[src/rtl/rcppm_pkg.sv]
// Shared types, widths and constants of the RC PPM frame decoder.
package rcppm_pkg;

    // Field widths
    localparam int TIME_W     = 16;
    localparam int VAL_W      = 16;
    localparam int CH_W       = 3;
    localparam int CNT_CFG_W  = 4;
    localparam int CFG_IDX_W  = 2;

    // Default channel capacity of a frame
    localparam int MAX_CHANNELS_DEF = 8;

    // Pulse filter limits in ticks
    localparam int WIDTH_MIN    = 1000;
    localparam int WIDTH_MAX    = 2000;
    localparam int WIDTH_CENTER = 1500;
    localparam int THROTTLE_CH  = 2;

    // Mapping datapath: x is 0..1000, span is 17 bit signed
    localparam int X_W     = 10;
    localparam int SPAN_W  = VAL_W + 1;
    localparam int PROD_W  = X_W + 1 + SPAN_W;
    localparam int ABS_W   = 26;
    // floor(n / 1000) == (n * RECIP_MUL) >> RECIP_SHIFT for n < 2**26
    localparam int RECIP_SHIFT = 36;
    localparam int RECIP_W     = 27;
    localparam logic [RECIP_W-1:0] RECIP_MUL = 27'd68719477;

    // Register reset values
    localparam logic signed [VAL_W-1:0] LOGICAL_LOW_RST  = -16'sd127;
    localparam logic signed [VAL_W-1:0] LOGICAL_HIGH_RST = 16'sd127;
    localparam logic [VAL_W-1:0]        THROTTLE_BIAS_RST = 16'd200;
    localparam logic [CNT_CFG_W-1:0]    CHANNELS_RST      = 4'd6;

    // Configuration register indexes
    typedef enum logic [CFG_IDX_W-1:0] {
        REG_LOGICAL_LOW,
        REG_LOGICAL_HIGH,
        REG_THROTTLE_BIAS,
        REG_CHANNELS_IN_FRAME
    } t_cfg_idx;

    // Request commands
    typedef enum logic {
        CMD_EDGE,
        CMD_TIMEOUT
    } t_cmd;

endpackage

[src/rtl/rcppm_ifs.sv]
// Valid/ready channel interfaces of the RC PPM frame decoder.
interface rcppm_cfg_if
    import rcppm_pkg::*;
();
    logic                 valid;
    logic                 ready;
    t_cfg_idx             index;
    logic [VAL_W-1:0]     data;

    modport source (output valid, index, data, input ready);
    modport sink   (input valid, index, data, output ready);
endinterface

interface rcppm_req_if
    import rcppm_pkg::*;
();
    logic                 valid;
    logic                 ready;
    t_cmd                 cmd;
    logic [TIME_W-1:0]    edge_time;

    modport source (output valid, cmd, edge_time, input ready);
    modport sink   (input valid, cmd, edge_time, output ready);
endinterface

interface rcppm_res_if
    import rcppm_pkg::*;
();
    logic                     valid;
    logic                     ready;
    logic [CH_W-1:0]          channel_index;
    logic [TIME_W-1:0]        pulse_width;
    logic signed [VAL_W-1:0]  mapped_value;
    logic                     frame_done;

    modport source (output valid, channel_index, pulse_width, mapped_value, frame_done,
                    input ready);
    modport sink   (input valid, channel_index, pulse_width, mapped_value, frame_done,
                    output ready);
endinterface

[src/rtl/rc_ppm_frame_decoder_unit.sv]
// RC PPM frame decoder: edge timestamps in, mapped channel values out.
//
// Channels: i_cfg writes the four registers (low, high, throttle bias,
// channels per frame); it is always ready and a write takes effect at once.
// Write it only while no request is in flight. i_req carries edge captures
// (cmd EDGE with the counter value) and sync timeouts (cmd TIMEOUT). o_res
// returns one result per edge after the first edge of a frame: channel index,
// raw wrapped width, mapped value and a frame done flag.
// Throughput: one request per cycle while o_res is not stalled; the pipeline is
// request register, offset-times-span product register and result register,
// with the divide-by-1000 multiply ahead of the result register, each stage
// with its own valid bit, so bubbles are squeezed out.
// Requests that give no result (first edge, timeouts) never enter the pipe.
// Reset (synchronous, active low) restores the register defaults, clears the
// edge count, disarms the timeout and empties the pipeline.
// When the receiver stalls, the result holds and the stages behind it fill;
// i_req.ready drops only once all three stages are occupied.
module rc_ppm_frame_decoder_unit
    import rcppm_pkg::*;
#(
    parameter int MAX_CHANNELS = MAX_CHANNELS_DEF
) (
    input  logic         i_clk,
    input  logic         i_rst_n,
    rcppm_cfg_if.sink    i_cfg,
    rcppm_req_if.sink    i_req,
    rcppm_res_if.source  o_res
);

    localparam int CNT_W = $clog2(MAX_CHANNELS + 1);
    localparam int CMP_W = 5;
    localparam int QP_W  = ABS_W + RECIP_W;
    localparam int Q_W   = QP_W - RECIP_SHIFT;
    localparam int SUM_W = Q_W + 1;

    // Configuration registers
    logic signed [VAL_W-1:0]  r_logical_low;
    logic signed [VAL_W-1:0]  r_logical_high;
    logic [VAL_W-1:0]         r_throttle_bias;
    logic [CNT_CFG_W-1:0]     r_channels;

    // Frame state
    logic [CNT_W-1:0]         r_edge_count, n_edge_count;
    logic [TIME_W-1:0]        r_prev_edge, n_prev_edge;
    logic                     r_armed, n_armed;

    // Pipeline registers
    logic                     r_s1_valid;
    logic [CH_W-1:0]          r_s1_ch;
    logic [TIME_W-1:0]        r_s1_width;
    logic [X_W-1:0]           r_s1_x;
    logic                     r_s1_done;

    logic                     r_s2_valid;
    logic [CH_W-1:0]          r_s2_ch;
    logic [TIME_W-1:0]        r_s2_width;
    logic signed [PROD_W-1:0] r_s2_prod;
    logic                     r_s2_done;

    logic                     r_out_valid;
    logic [CH_W-1:0]          r_out_ch;
    logic [TIME_W-1:0]        r_out_width;
    logic signed [VAL_W-1:0]  r_out_mapped;
    logic                     r_out_done;

    // Handshake and front-end logic
    logic                     w_out_ready, w_s2_ready, w_s1_ready;
    logic                     w_acc, w_is_edge, w_first, w_result;
    logic [TIME_W-1:0]        w_width, w_filt;
    logic [CNT_W-1:0]         w_ch;
    logic                     w_throttle, w_in_range, w_done;
    logic [X_W-1:0]           w_x;
    logic [CMP_W-1:0]         w_nch;
    logic signed [SPAN_W-1:0] w_span;
    logic [ABS_W-1:0]         w_abs;
    logic [QP_W-1:0]          w_qprod;
    logic [Q_W-1:0]           w_q;
    logic signed [SUM_W-1:0]  w_sum;

    // Stage readiness, backward from the result register
    assign w_out_ready = !r_out_valid || o_res.ready;
    assign w_s2_ready  = !r_s2_valid || w_out_ready;
    assign w_s1_ready  = !r_s1_valid || w_s2_ready;

    assign i_req.ready = w_s1_ready;
    assign i_cfg.ready = 1'b1;
    assign w_acc       = i_req.valid && w_s1_ready;

    // Width, throttle bias and range filter
    assign w_is_edge  = (i_req.cmd == CMD_EDGE);
    assign w_first    = (r_edge_count == '0);
    assign w_result   = w_acc && w_is_edge && !w_first;
    assign w_width    = i_req.edge_time - r_prev_edge;
    assign w_ch       = r_edge_count - CNT_W'(1);
    assign w_throttle = (CMP_W'(r_edge_count) == CMP_W'(THROTTLE_CH + 1));
    assign w_filt     = w_throttle ? (w_width + r_throttle_bias) : w_width;
    assign w_in_range = (w_filt >= TIME_W'(WIDTH_MIN)) && (w_filt <= TIME_W'(WIDTH_MAX));
    assign w_x        = w_in_range ? X_W'(w_filt - TIME_W'(WIDTH_MIN))
                                   : X_W'(WIDTH_CENTER - WIDTH_MIN);

    // Channel count clamped to 1..MAX_CHANNELS
    always_comb begin
        priority if (r_channels == '0) begin
            w_nch = CMP_W'(1);
        end else if (CMP_W'(r_channels) > CMP_W'(MAX_CHANNELS)) begin
            w_nch = CMP_W'(MAX_CHANNELS);
        end else begin
            w_nch = CMP_W'(r_channels);
        end
    end

    // Edge that completes the frame
    assign w_done = (CMP_W'(r_edge_count) >= w_nch);

    // Next frame state
    always_comb begin
        n_edge_count = r_edge_count;
        n_prev_edge  = r_prev_edge;
        n_armed      = r_armed;
        if (w_acc) begin
            unique case (i_req.cmd)
                CMD_TIMEOUT: begin
                    if (r_armed) begin
                        n_edge_count = '0;
                        n_armed      = 1'b0;
                    end
                end
                CMD_EDGE: begin
                    n_prev_edge = i_req.edge_time;
                    if (w_first) begin
                        n_edge_count = CNT_W'(1);
                        n_armed      = 1'b1;
                    end else begin
                        n_edge_count = w_done ? '0 : (r_edge_count + CNT_W'(1));
                    end
                end
                default: begin
                    n_edge_count = r_edge_count;
                end
            endcase
        end
    end

    // Configuration writes and frame state
    always_ff @(posedge i_clk) begin
        if (!i_rst_n) begin
            r_logical_low   <= LOGICAL_LOW_RST;
            r_logical_high  <= LOGICAL_HIGH_RST;
            r_throttle_bias <= THROTTLE_BIAS_RST;
            r_channels      <= CHANNELS_RST;
            r_edge_count    <= '0;
            r_prev_edge     <= '0;
            r_armed         <= 1'b0;
        end else begin
            r_edge_count <= n_edge_count;
            r_prev_edge  <= n_prev_edge;
            r_armed      <= n_armed;
            if (i_cfg.valid) begin
                unique case (i_cfg.index)
                    REG_LOGICAL_LOW:       r_logical_low   <= i_cfg.data;
                    REG_LOGICAL_HIGH:      r_logical_high  <= i_cfg.data;
                    REG_THROTTLE_BIAS:     r_throttle_bias <= i_cfg.data;
                    REG_CHANNELS_IN_FRAME: r_channels      <= i_cfg.data[CNT_CFG_W-1:0];
                    default:               r_channels      <= r_channels;
                endcase
            end
        end
    end

    // Stage 1: request register
    always_ff @(posedge i_clk) begin
        if (!i_rst_n) begin
            r_s1_valid <= 1'b0;
        end else if (w_s1_ready) begin
            r_s1_valid <= w_result;
        end
        if (w_s1_ready && w_result) begin
            r_s1_ch    <= CH_W'(w_ch);
            r_s1_width <= w_width;
            r_s1_x     <= w_x;
            r_s1_done  <= w_done;
        end
    end

    // Stage 2: offset times span
    assign w_span = $signed({r_logical_high[VAL_W-1], r_logical_high})
                  - $signed({r_logical_low[VAL_W-1], r_logical_low});

    always_ff @(posedge i_clk) begin
        if (!i_rst_n) begin
            r_s2_valid <= 1'b0;
        end else if (w_s2_ready) begin
            r_s2_valid <= r_s1_valid;
        end
        if (w_s2_ready && r_s1_valid) begin
            r_s2_ch    <= r_s1_ch;
            r_s2_width <= r_s1_width;
            r_s2_prod  <= PROD_W'($signed({1'b0, r_s1_x})) * PROD_W'(w_span);
            r_s2_done  <= r_s1_done;
        end
    end

    // Stage 3: truncating divide by 1000 via reciprocal, then add low
    assign w_abs   = r_s2_prod[PROD_W-1] ? ABS_W'(-r_s2_prod) : ABS_W'(r_s2_prod);
    assign w_qprod = QP_W'(w_abs) * QP_W'(RECIP_MUL);
    assign w_q     = w_qprod[QP_W-1:RECIP_SHIFT];
    assign w_sum   = (r_s2_prod[PROD_W-1] ? -$signed({1'b0, w_q}) : $signed({1'b0, w_q}))
                   + SUM_W'(r_logical_low);

    always_ff @(posedge i_clk) begin
        if (!i_rst_n) begin
            r_out_valid <= 1'b0;
        end else if (w_out_ready) begin
            r_out_valid <= r_s2_valid;
        end
        if (w_out_ready && r_s2_valid) begin
            r_out_ch     <= r_s2_ch;
            r_out_width  <= r_s2_width;
            r_out_mapped <= w_sum[VAL_W-1:0];
            r_out_done   <= r_s2_done;
        end
    end

    assign o_res.valid         = r_out_valid;
    assign o_res.channel_index = r_out_ch;
    assign o_res.pulse_width   = r_out_width;
    assign o_res.mapped_value  = r_out_mapped;
    assign o_res.frame_done    = r_out_done;

endmodule

[src/flat_wrapper.sv]
// flat-port wrapper written by rule: the top's interface ports become plain ports
module rc_ppm_frame_decoder_unit_flat import rcppm_pkg::*;
#(
    parameter int MAX_CHANNELS = MAX_CHANNELS_DEF
)
  (i_clk, i_rst_n, i_cfg_valid, i_cfg_index, i_cfg_data, i_cfg_ready, i_req_valid, i_req_cmd, i_req_edge_time, i_req_ready, o_res_valid, o_res_channel_index, o_res_pulse_width, o_res_mapped_value, o_res_frame_done, o_res_ready);
  rcppm_cfg_if i_cfg_i ();
  rcppm_req_if i_req_i ();
  rcppm_res_if o_res_i ();
  input  logic i_clk;
  input  logic i_rst_n;
  input wire logic [$bits(i_cfg_i.valid)-1:0] i_cfg_valid;
  input wire logic [$bits(i_cfg_i.index)-1:0] i_cfg_index;
  input wire logic [$bits(i_cfg_i.data)-1:0] i_cfg_data;
  output wire logic [$bits(i_cfg_i.ready)-1:0] i_cfg_ready;
  input wire logic [$bits(i_req_i.valid)-1:0] i_req_valid;
  input wire logic [$bits(i_req_i.cmd)-1:0] i_req_cmd;
  input wire logic [$bits(i_req_i.edge_time)-1:0] i_req_edge_time;
  output wire logic [$bits(i_req_i.ready)-1:0] i_req_ready;
  output wire logic [$bits(o_res_i.valid)-1:0] o_res_valid;
  output wire logic [$bits(o_res_i.channel_index)-1:0] o_res_channel_index;
  output wire logic [$bits(o_res_i.pulse_width)-1:0] o_res_pulse_width;
  output wire logic [$bits(o_res_i.mapped_value)-1:0] o_res_mapped_value;
  output wire logic [$bits(o_res_i.frame_done)-1:0] o_res_frame_done;
  input wire logic [$bits(o_res_i.ready)-1:0] o_res_ready;
  assign i_cfg_i.valid = i_cfg_valid;
  assign i_cfg_i.index = i_cfg_index;
  assign i_cfg_i.data = i_cfg_data;
  assign i_cfg_ready = i_cfg_i.ready;
  assign i_req_i.valid = i_req_valid;
  assign i_req_i.cmd = i_req_cmd;
  assign i_req_i.edge_time = i_req_edge_time;
  assign i_req_ready = i_req_i.ready;
  assign o_res_valid = o_res_i.valid;
  assign o_res_channel_index = o_res_i.channel_index;
  assign o_res_pulse_width = o_res_i.pulse_width;
  assign o_res_mapped_value = o_res_i.mapped_value;
  assign o_res_frame_done = o_res_i.frame_done;
  assign o_res_i.ready = o_res_ready;
  rc_ppm_frame_decoder_unit #(.MAX_CHANNELS(MAX_CHANNELS)) u_core (.i_clk(i_clk), .i_rst_n(i_rst_n), .i_cfg(i_cfg_i), .i_req(i_req_i), .o_res(o_res_i));
endmodule
[config.mk]
export PLATFORM = sky130hd
export DESIGN_NAME = rc_ppm_frame_decoder_unit_flat
export DESIGN_NICKNAME = d
export VERILOG_FILES = /design/src/rtl/rcppm_pkg.sv /design/src/rtl/rcppm_ifs.sv /design/src/rtl/rc_ppm_frame_decoder_unit.sv /design/src/flat_wrapper.sv
export SDC_FILE = /design/constraint.sdc
export NUM_CORES = 1
export LEC_CHECK = 0
export BUFFER_PORTS_ARGS = -buffer_cell sky130_fd_sc_hd__buf_4
export CAP_MARGIN = 5
export CORE_MARGIN = 2
export CORE_UTILIZATION = 61
export DETAILED_ROUTE_END_ITERATION = 8
export PLACE_DENSITY = 0.84
export REMOVE_ABC_BUFFERS = 1
export SYNTH_ARGS = -nofsm -noshare
export SYNTH_HDL_FRONTEND = slang
export SYNTH_SLANG_ARGS = --single-unit
export TNS_END_PERCENT = 20
[constraint.sdc]
create_clock -name i_clk -period 12.43 [get_ports i_clk]
set_input_delay 1.8645 -clock i_clk [delete_from_list [all_inputs] [get_ports i_clk]]
set_output_delay 1.8645 -clock i_clk [all_outputs]
set_load 0.02 [all_outputs]
**Word level (Yosys, flattened, before mapping)**

Index checks and enable logic that the tools add are counted.
Widths: inputs -> output; s select.

- $add $sub $neg: 9
- Multiply operators: 2
- $lt $le $gt $ge: 4
- Equal/unequal tests: 6
- Multiplexer cells: 11
- Bitwise operators: 1
- Reduce and logical (&&, ||, !) cells: 24

Operators with widths:

| kind | count |
|---|---|
| $mul 26x27->52 const B | 1 |
| $add 16x16->16 | 2 |
| $mux 16 | 2 |
| $mul 11x17->28 | 1 |
| $mux 26 | 1 |
| $neg 26->26 | 1 |
| $sub 16x16->17 | 1 |
| $ge 16x10->1 const B | 1 |
| $le 16x11->1 const B | 1 |
| $mux 4 | 4 |
| $neg 16->16 | 1 |
| $sub 16x16->16 | 1 |
| $reduce_and 2->1 | 7 |
| $sub 10x10->10 const B | 1 |
| $logic_not 4->1 | 2 |
| $pmux 4 s2 | 1 |
| $logic_and 1x1->1 | 7 |
| $ge 4x5->1 | 1 |
| $mux 5 | 1 |
| $add 4x1->4 const B | 1 |
| $eq 2x2->1 const B | 2 |
| $eq 4x2->1 const B | 1 |
| $gt 4x4->1 const B | 1 |
| $logic_not 1->1 | 4 |
| other kinds (9) | 11 |

- Register bits after elaboration: 190
- Bits of input ports: 40
- Output and inout bits: 39
- Word-level logic and storage cells: 79

**Longest topological paths before layout**

Gate-level depths: netlist of the first run.

- Depth in word-level cells: 8
- Mapped depth: 47
- Gate-level depth less buffers: 46

**Worst setup path before layout of the first run**

No wires, ideal clock.

- Kind: register to register
- Start point: reg u_core.r_s2_prod[4]
- End point: reg u_core.r_out_mapped[15], in the netlist u_core.o_res.mapped_value[15] (data pin)
- Library setup time: 0.264 ns
- Arrival: 10.768 ns
- Required time: 12.166 ns
- Slack: 1.399 ns
- Stages on the path, launching flop included: 44
- Buffers on the path: 0
- Period minus slack after synthesis: 11.031 ns
- Cell sequence: edfxtp_1 nor4_1 nand2_1 or2_2 nor2_1 nand3_1 o41ai_1 xor2_1 ha_1 inv_1 ha_1 inv_1 fa_1 fa_1 inv_1 fa_1 fa_1 inv_1 [... 8 more ...] nand3_1 o311ai_1 a2111oi_2 nand2_1 or3b_1 o31ai_1 xnor2_1 ha_1 a21o_1 nor3_1 o211ai_1 a31o_2 a21oi_1 xnor2_1 nand3_1 o21ai_0 a211oi_1 xnor2_1

- Longest elaborated chain between the ends: 6

Ends and longest elaborated chain:

| what | line | RTL |
|---|---|---|
| start: declaration | rc_ppm_frame_decoder_unit.sv:57 | `logic signed [PROD_W-1:0] r_s2_prod;` |
| start signal: assignment | rc_ppm_frame_decoder_unit.sv:198 | `r_s2_prod <= PROD_W'($signed({1'b0, r_s1_x})) * PROD_W'(w_span);` |
| $neg 26->26 | rc_ppm_frame_decoder_unit.sv:204 | `assign w_abs = r_s2_prod[PROD_W-1] ? ABS_W'(-r_s2_prod) : ABS_W'(r_s2_prod);` |
| $mux 26 (*) | rc_ppm_frame_decoder_unit.sv:204 |  |
| $mul 26x27->52 (*) | rc_ppm_frame_decoder_unit.sv:205 | `assign w_qprod = QP_W'(w_abs) * QP_W'(RECIP_MUL);` |
| $neg 16->16 | rc_ppm_frame_decoder_unit.sv:207 | `assign w_sum = (r_s2_prod[PROD_W-1] ? -$signed({1'b0, w_q}) : $signed({1'b0, w_q}))` |
| $mux 16 (*) | rc_ppm_frame_decoder_unit.sv:207 |  |
| $add 16x16->16 (*) | rc_ppm_frame_decoder_unit.sv:208 | `+ SUM_W'(r_logical_low);` |
| via u_core.w_sum[15] | rc_ppm_frame_decoder_unit.sv:78 | `logic signed [SUM_W-1:0] w_sum;` |
| end signal: assignment | rc_ppm_frame_decoder_unit.sv:219 | `r_out_mapped <= w_sum[VAL_W-1:0];` |
| end: declaration | rc_ppm_frame_decoder_unit.sv:63 | `logic signed [VAL_W-1:0] r_out_mapped;` |

Mark *: on every way through the listed nets, which the timed path passes. The rest lies on a longest branch.
A chain may end at the register's enable or synchronous reset.

**Worst setup path in the final report of the first run**

- Start point: reg u_core.r_s2_prod[8]
- End point: reg u_core.r_out_mapped[15], in the netlist u_core.o_res.mapped_value[15] (data pin)

Same word-level chain as after synthesis.

==> metrics.yaml, run 1 <==
postCtsHoldBufs: 0
yosysSeqAreaShare: 0.179
vias: 20700
max_freq_ghz: 0.0843
maxCapViolations: 0
synth_warnings: 0
antennaDiodeCount: 0
grt_pass1_vias: 21800
path_delay_family: "adder cells"
remaining_drc_errors: 0
syn_avg_cell_area_sq_um: 9.44
core.rowCount: 77
slew_violations: 0
drive_above_1_share: 0.0611
cp-start-kind: "flip-flop"
first_pass_iters: 6
worstRegToRegCells: 41
status: "finished clean"
cp_slowest_cell: "or4_1"
worst_slew_pin_slew_ps: 1170
worst_ep_arrival_time_ps: 12080
yosysMostFrequentCell: "inv_1"
synth_edf_count: 113
hold_path.class: "reg -> reg"
grt_max_degree: 75
synth-async-reset-ratio: 0
synthFlopType: "edfxtp_1"
criticalPathCategory: "reg -> reg"
fin_crit_sh: 0.954
synth_common_cells: "inv_1 (621), ha_1 (407), fa_1 (363), nand2_1 (278), edfxtp_1 (113)"
grt_pass1_wl_um: 111000
htreeDepth: 4
fp.dieH_um: 216
tns_ps: 0
io_buffer_count: 77
required_ps: 12650
hold_depth: 0
fp.dieW_um: 216
pin_count: 79
ant_nets: 0
gr-total-overflow: 0
crit_buf_inv: 4
initial_core_util: 0.619
root_buffer: "clkbuf_16"
synth_top_cell_area_share: 0.265
routed_wl_um: 68400
endpoint_kind: "flip-flop"
tritoncts: "yes"
netlist_area_sq_um: 27400
dieArea_sq_um: 46700
core_sq_um: 44300
cpPeakStageDelay_ps: 610
ys_types: 82
antenna_found_initial: 0
drt_iter0_drc: 1533
finalCriticalPeriod_ps: 11860
critical_path_cell_count: 41
clockBufferDepth: 2
worstSkewPairLatency_ps: 470
syn-instance-count: 2905
cts.clk_slew.worst_paths_ps: 90
ys_seq_elements: 189
setup_viol: 0
synth_area_leaders: "fa_1 (26%), ha_1 (19%), edfxtp_1 (12%), inv_1 (8.5%), dfxtp_1 (5.5%)"
grtUsageTotal: 0.301
relSlewSlack: 0.218
gp_congestion: 0.957
area_growth_pct: 7.26
nets: 3776
skew_ps: 17.9
yosysTopAreaCell: "fa_1"
dp_hpwl_um: 56100
vias_per_cell: 5.78
hold_violations: 0
critPathMaxFanout: 4
wire_per_inst_um: 19.2
cts_buffers: 17
clock-sinks: 189
-- final cells by class --
type / count / area (sq um)
flip-flops and latches: 189 / 4910
repair buffers: 107 / 803
fillers: 3470 / 14900
well taps: 592 / 741
clock buffers: 17 / 425
clock inverters: 15 / 184
inverters: 621 / 2330
multi-input cells: 2030 / 20000
-- per-stage QoR --
stage	utilization	hold WS, ps	setup WS [ps]	cell area [sq um]	instances
finish	0.664	420	573	29400	3571
detailed placement	0.649	405	416	28700	3537
global placement	0.649	402	652	28700	3537
CTS	0.662	420	342	29300	3569
floorplan	-	400	1400	27200	2840
global route	0.664	432	-8.25	29400	3571
-- path summary, 6_finish.rpt --
path                               from                            end  slack [ps]
hold reg to reg   u_core.r_s1_width[14]          u_core.r_s2_width[14]         420
setup / recovery    u_core.r_s2_prod[8]  u_core.o_res.mapped_value[15]         570
setup reg to reg    u_core.r_s2_prod[8]  u_core.o_res.mapped_value[15]         570
hold / removal    u_core.r_s1_width[14]          u_core.r_s2_width[14]         420
-- flip-flops by register name (all words and copies together), names as in the netlist, 3 cells and up --
register / count
u_core.r_channels: 4
u_core.r_s2_width: 16
u_core.r_s1_ch: 3
u_core.r_prev_edge: 16
u_core.r_s1_x: 10
u_core.o_res.channel_index: 3
u_core.o_res.mapped_value: 16
u_core.r_logical_low: 16
u_core.o_res.pulse_width: 16
u_core.r_logical_high: 16
u_core.r_s2_prod: 27
u_core.r_s1_width: 16
u_core.r_s2_ch: 3
u_core.r_edge_count: 4
u_core.r_throttle_bias: 16
-- logic make-up after synthesis --
logic type | synth area share
compound gates | 0.102
buf+inv | 0.0944
other cells | 0.000137
simple gates | 0.127
fa+ha+maj | 0.450
flops | 0.179
xor+xnor | 0.0428
mux | 0.00438
-- cell usage in the layout (no fill, tap or decap), types with 7 or more instances in the layout --
cell type  instances
o21bai_1          11
a211oi_1          12
a21boi_0          52
xnor2_1           86
fa_1             363
and3_1            12
a311oi_1           7
or3_1             12
a21o_1            35
edfxtp_1         113
or2_2             14
xor2_1            45
nor3_1            39
ha_1             407
nand2_1          277
clkbuf_16         17
nand4_1           16
a31oi_1            9
nor2_1            81
and2_1           108
nor2b_1           34
o41ai_1            8
o211ai_1          33
dfxtp_1           76
nand2b_1          16
nand3_1           59
inv_1            619
mux2i_1           12
o21a_1            14
a21oi_1           93
buf_4            107
nor4_1            11
o21ai_0           61
o31ai_1           11
-- metal layers --
| layer | routed length [um] | global-route usage | vias to the layer above |
|---|---|---|---|
| met5 | 0 | 0 | - |
| met3 | 3910 | 0.0410 | 189 |
| met4 | 2370 | 0.112 | 0 |
| met1 | 27300 | 0.372 | 10200 |
| met2 | 34900 | 0.535 | 714 |
| li1 | - | - | 9541 |
-- repair_timing --
item / CTS / global route
setup buffers: 0 / 2
setup endpoints to repair: 0 / 2
resized for setup: 0 / 12
Power of run 1 is not shown: default switching activity piles up to over one toggle a cycle in this logic, so the estimate is an artifact.
==> inputs of run 2 (changes only) <==
Settings changed: ABC_AREA from default to 1, CTS_CLUSTER_SIZE from default to 14.
==> run 2 against run 1 <==
Via count grew 16%. Sequential cell count is the same. Critical endpoint is now u_core.o_res.mapped_value[14]. Core utilization shrank 0.89 points. Largest cell class unchanged. Critical path depth grew 8. Cell area grew 5.9%.
==> metrics.yaml, run 2 <==
postCtsHoldBufs: 0
register_area_sq_um: 4910
worstSkewPairLatency_ps: 450
relSlewSlack: 0.121
grt_max_degree: 72
ys_seq_elements: 189
slew_violations: 0
antenna_found_initial: 1
cts.clk_slew.worst_paths_ps: 80
core_sq_um: 47500
rsz0062_at_grt: "false"
tritoncts: "yes"
grt_pass1_wl_um: 128000
final_common_cell: "inv_1"
cp-start-kind: "flip-flop"
io_buffer_count: 77
syn_avg_cell_area_sq_um: 7.93
path_common_cell: "inv_1"
synth_warnings: 0
hold_path.class: "reg -> reg"
worst_ep_arrival_time_ps: 11320
routed_wl_um: 79600
finalCriticalPeriod_ps: 11110
area_growth_pct: 6.62
grt_pass1_vias: 24900
status: "finished clean"
ys_types: 59
cpPeakStageDelay_ps: 700
skew_ps: 14.2
htreeDepth: 4
fp.dieH_um: 223
synth-async-reset-ratio: 0
vias: 23900
critPathMaxFanout: 11
yosysMostFrequentCell: "inv_1"
yosysSeqAreaShare: 0.168
path_delay_family: "adder cells"
dieArea_sq_um: 49700
core.rowCount: 80
gp_congestion: 1.05
largest_reg_flops: 27
hold_violations: 0
cts_setup_buffers: 0
syn-instance-count: 3683
nets: 4569
drt_iter0_drc: 1779
multi_input_area_sq_um: 20600
remaining_drc_errors: 0
gr-total-overflow: 0
netlist_area_sq_um: 29200
cts_resized: 0
yosysTopAreaCell: "fa_1"
required_ps: 12640
cts_buffers: 17
ant_nets: 0
synth_common_cells: "inv_1 (946), nand2_1 (720), ha_1 (407), fa_1 (363), nor2_1 (310)"
criticalPathCategory: "reg -> reg"
tns_ps: 0
drive_above_1_share: 0.0586
setup_viol: 0
grtUsageTotal: 0.333
synth_edf_count: 113
dp_hpwl_um: 67300
final_cell_mix: "inv_1 (945), nand2_1 (720), ha_1 (407), fa_1 (363), nor2_1 (309)"
fill_cells: 3933
vias_per_cell: 5.44
synth_area_leaders: "fa_1 (25%), ha_1 (17%), inv_1 (12%), edfxtp_1 (12%), nand2_1 (9.3%)"
clockBufferDepth: 2
initial_core_util: 0.614
fp.dieW_um: 223
fin_crit_sh: 0.894
clock-sinks: 189
cp_slowest_cell: "xor2_1"
synth_top_cell_area_share: 0.249
crit_buf_inv: 10
first_pass_iters: 5
endpoint_kind: "flip-flop"
wire_per_inst_um: 18.1
top_register: "u_core.r_s2_prod"
max_freq_ghz: 0.0900
synthFlopType: "edfxtp_1"
pin_count: 79
root_buffer: "clkbuf_16"
worst_slew_pin_slew_ps: 1310
maxCapViolations: 0
run 2: cell types whose count changed after synthesis, sizes merged, moves of 30 or more:
| cell | delta |
|---|---|
| nand2 | +460 |
| inv | +335 |
| nor2 | +242 |
| and2 | -104 |
| nand3 | +64 |
| xnor2 | -60 |
| o21ai | +55 |
| a21oi | +54 |
| a21boi | -49 |
| nor2b | -35 |
| clkbuf | -30 |
run 2: routing by layer:
metal / part of all wire / routed length (um) / global-route usage
met1: 0.37 / 29700 / 0.384
met2: 0.49 / 39300 / 0.585
met3: 0.054 / 4330 / 0.0386
met4: 0.077 / 6140 / 0.222
met5: 0 / 0 / 0
run 2: layout make-up:
class	instances	area share
Multi-Input combinational cell	2498	0.660
Timing Repair Buffer	93	0.0224
Clock inverter	15	0.00534
Clock buffer	17	0.0137
Sequential cell	189	0.158
Antenna cell	1	0.0000803
Tap cell	615	0.0247
Inverter	960	0.116
run 2: path summary, 6_finish.rpt:
check | cells after the start | startpoint | slack (ps) | end
min reg2reg | 0 | u_core.r_s1_width[12] | 420 | u_core.r_s2_width[12]
max | 49 | u_core.r_s2_prod[0] | 1320 | u_core.o_res.mapped_value[14]
min | 0 | u_core.r_s1_width[12] | 420 | u_core.r_s2_width[12]
max reg2reg | 49 | u_core.r_s2_prod[0] | 1320 | u_core.o_res.mapped_value[14]
run 2: cell families (layout without fill, tap and decap cells):
logic type / Yosys count / after routing / synth area share
muxes: 1 / 1 / 0.000343
DFF: 189 / 189 / 0.168
buffers and inverters: 996 / 1085 / 0.128
other: 1 / 2 / 0.000128
adders and majority gates: 770 / 770 / 0.423
and+or+nand+nor: 1303 / 1303 / 0.188
AOI/OAI and AO/OA: 321 / 321 / 0.0606
xor gates and xnor gates: 102 / 102 / 0.0315
run 2: worst register-to-register path: cells and delay by family (launching register included):
kind / cells / cell delay, ps
compound gates: 7 / 1670
fa+ha+maj: 10 / 4440
flops: 1 / 650
simple gates: 20 / 2310
buf+inv: 10 / 950
xor+xnor: 2 / 870
run 2: per-stage QoR:
step | cells | cell area, sq um | hold slack, ps | util | worst slack [ps]
floorplan | 3647 | 29100 | 400 | - | 2880
global placement | 4355 | 30600 | 402 | 0.643 | 1920
detailed placement | 4355 | 30600 | 405 | 0.643 | 1590
CTS | 4387 | 31100 | 423 | 0.655 | 1490
global route | 4388 | 31100 | 426 | 0.655 | 528
finish | 4388 | 31100 | 422 | 0.655 | 1320
Power of run 2 is left out for the same reason.
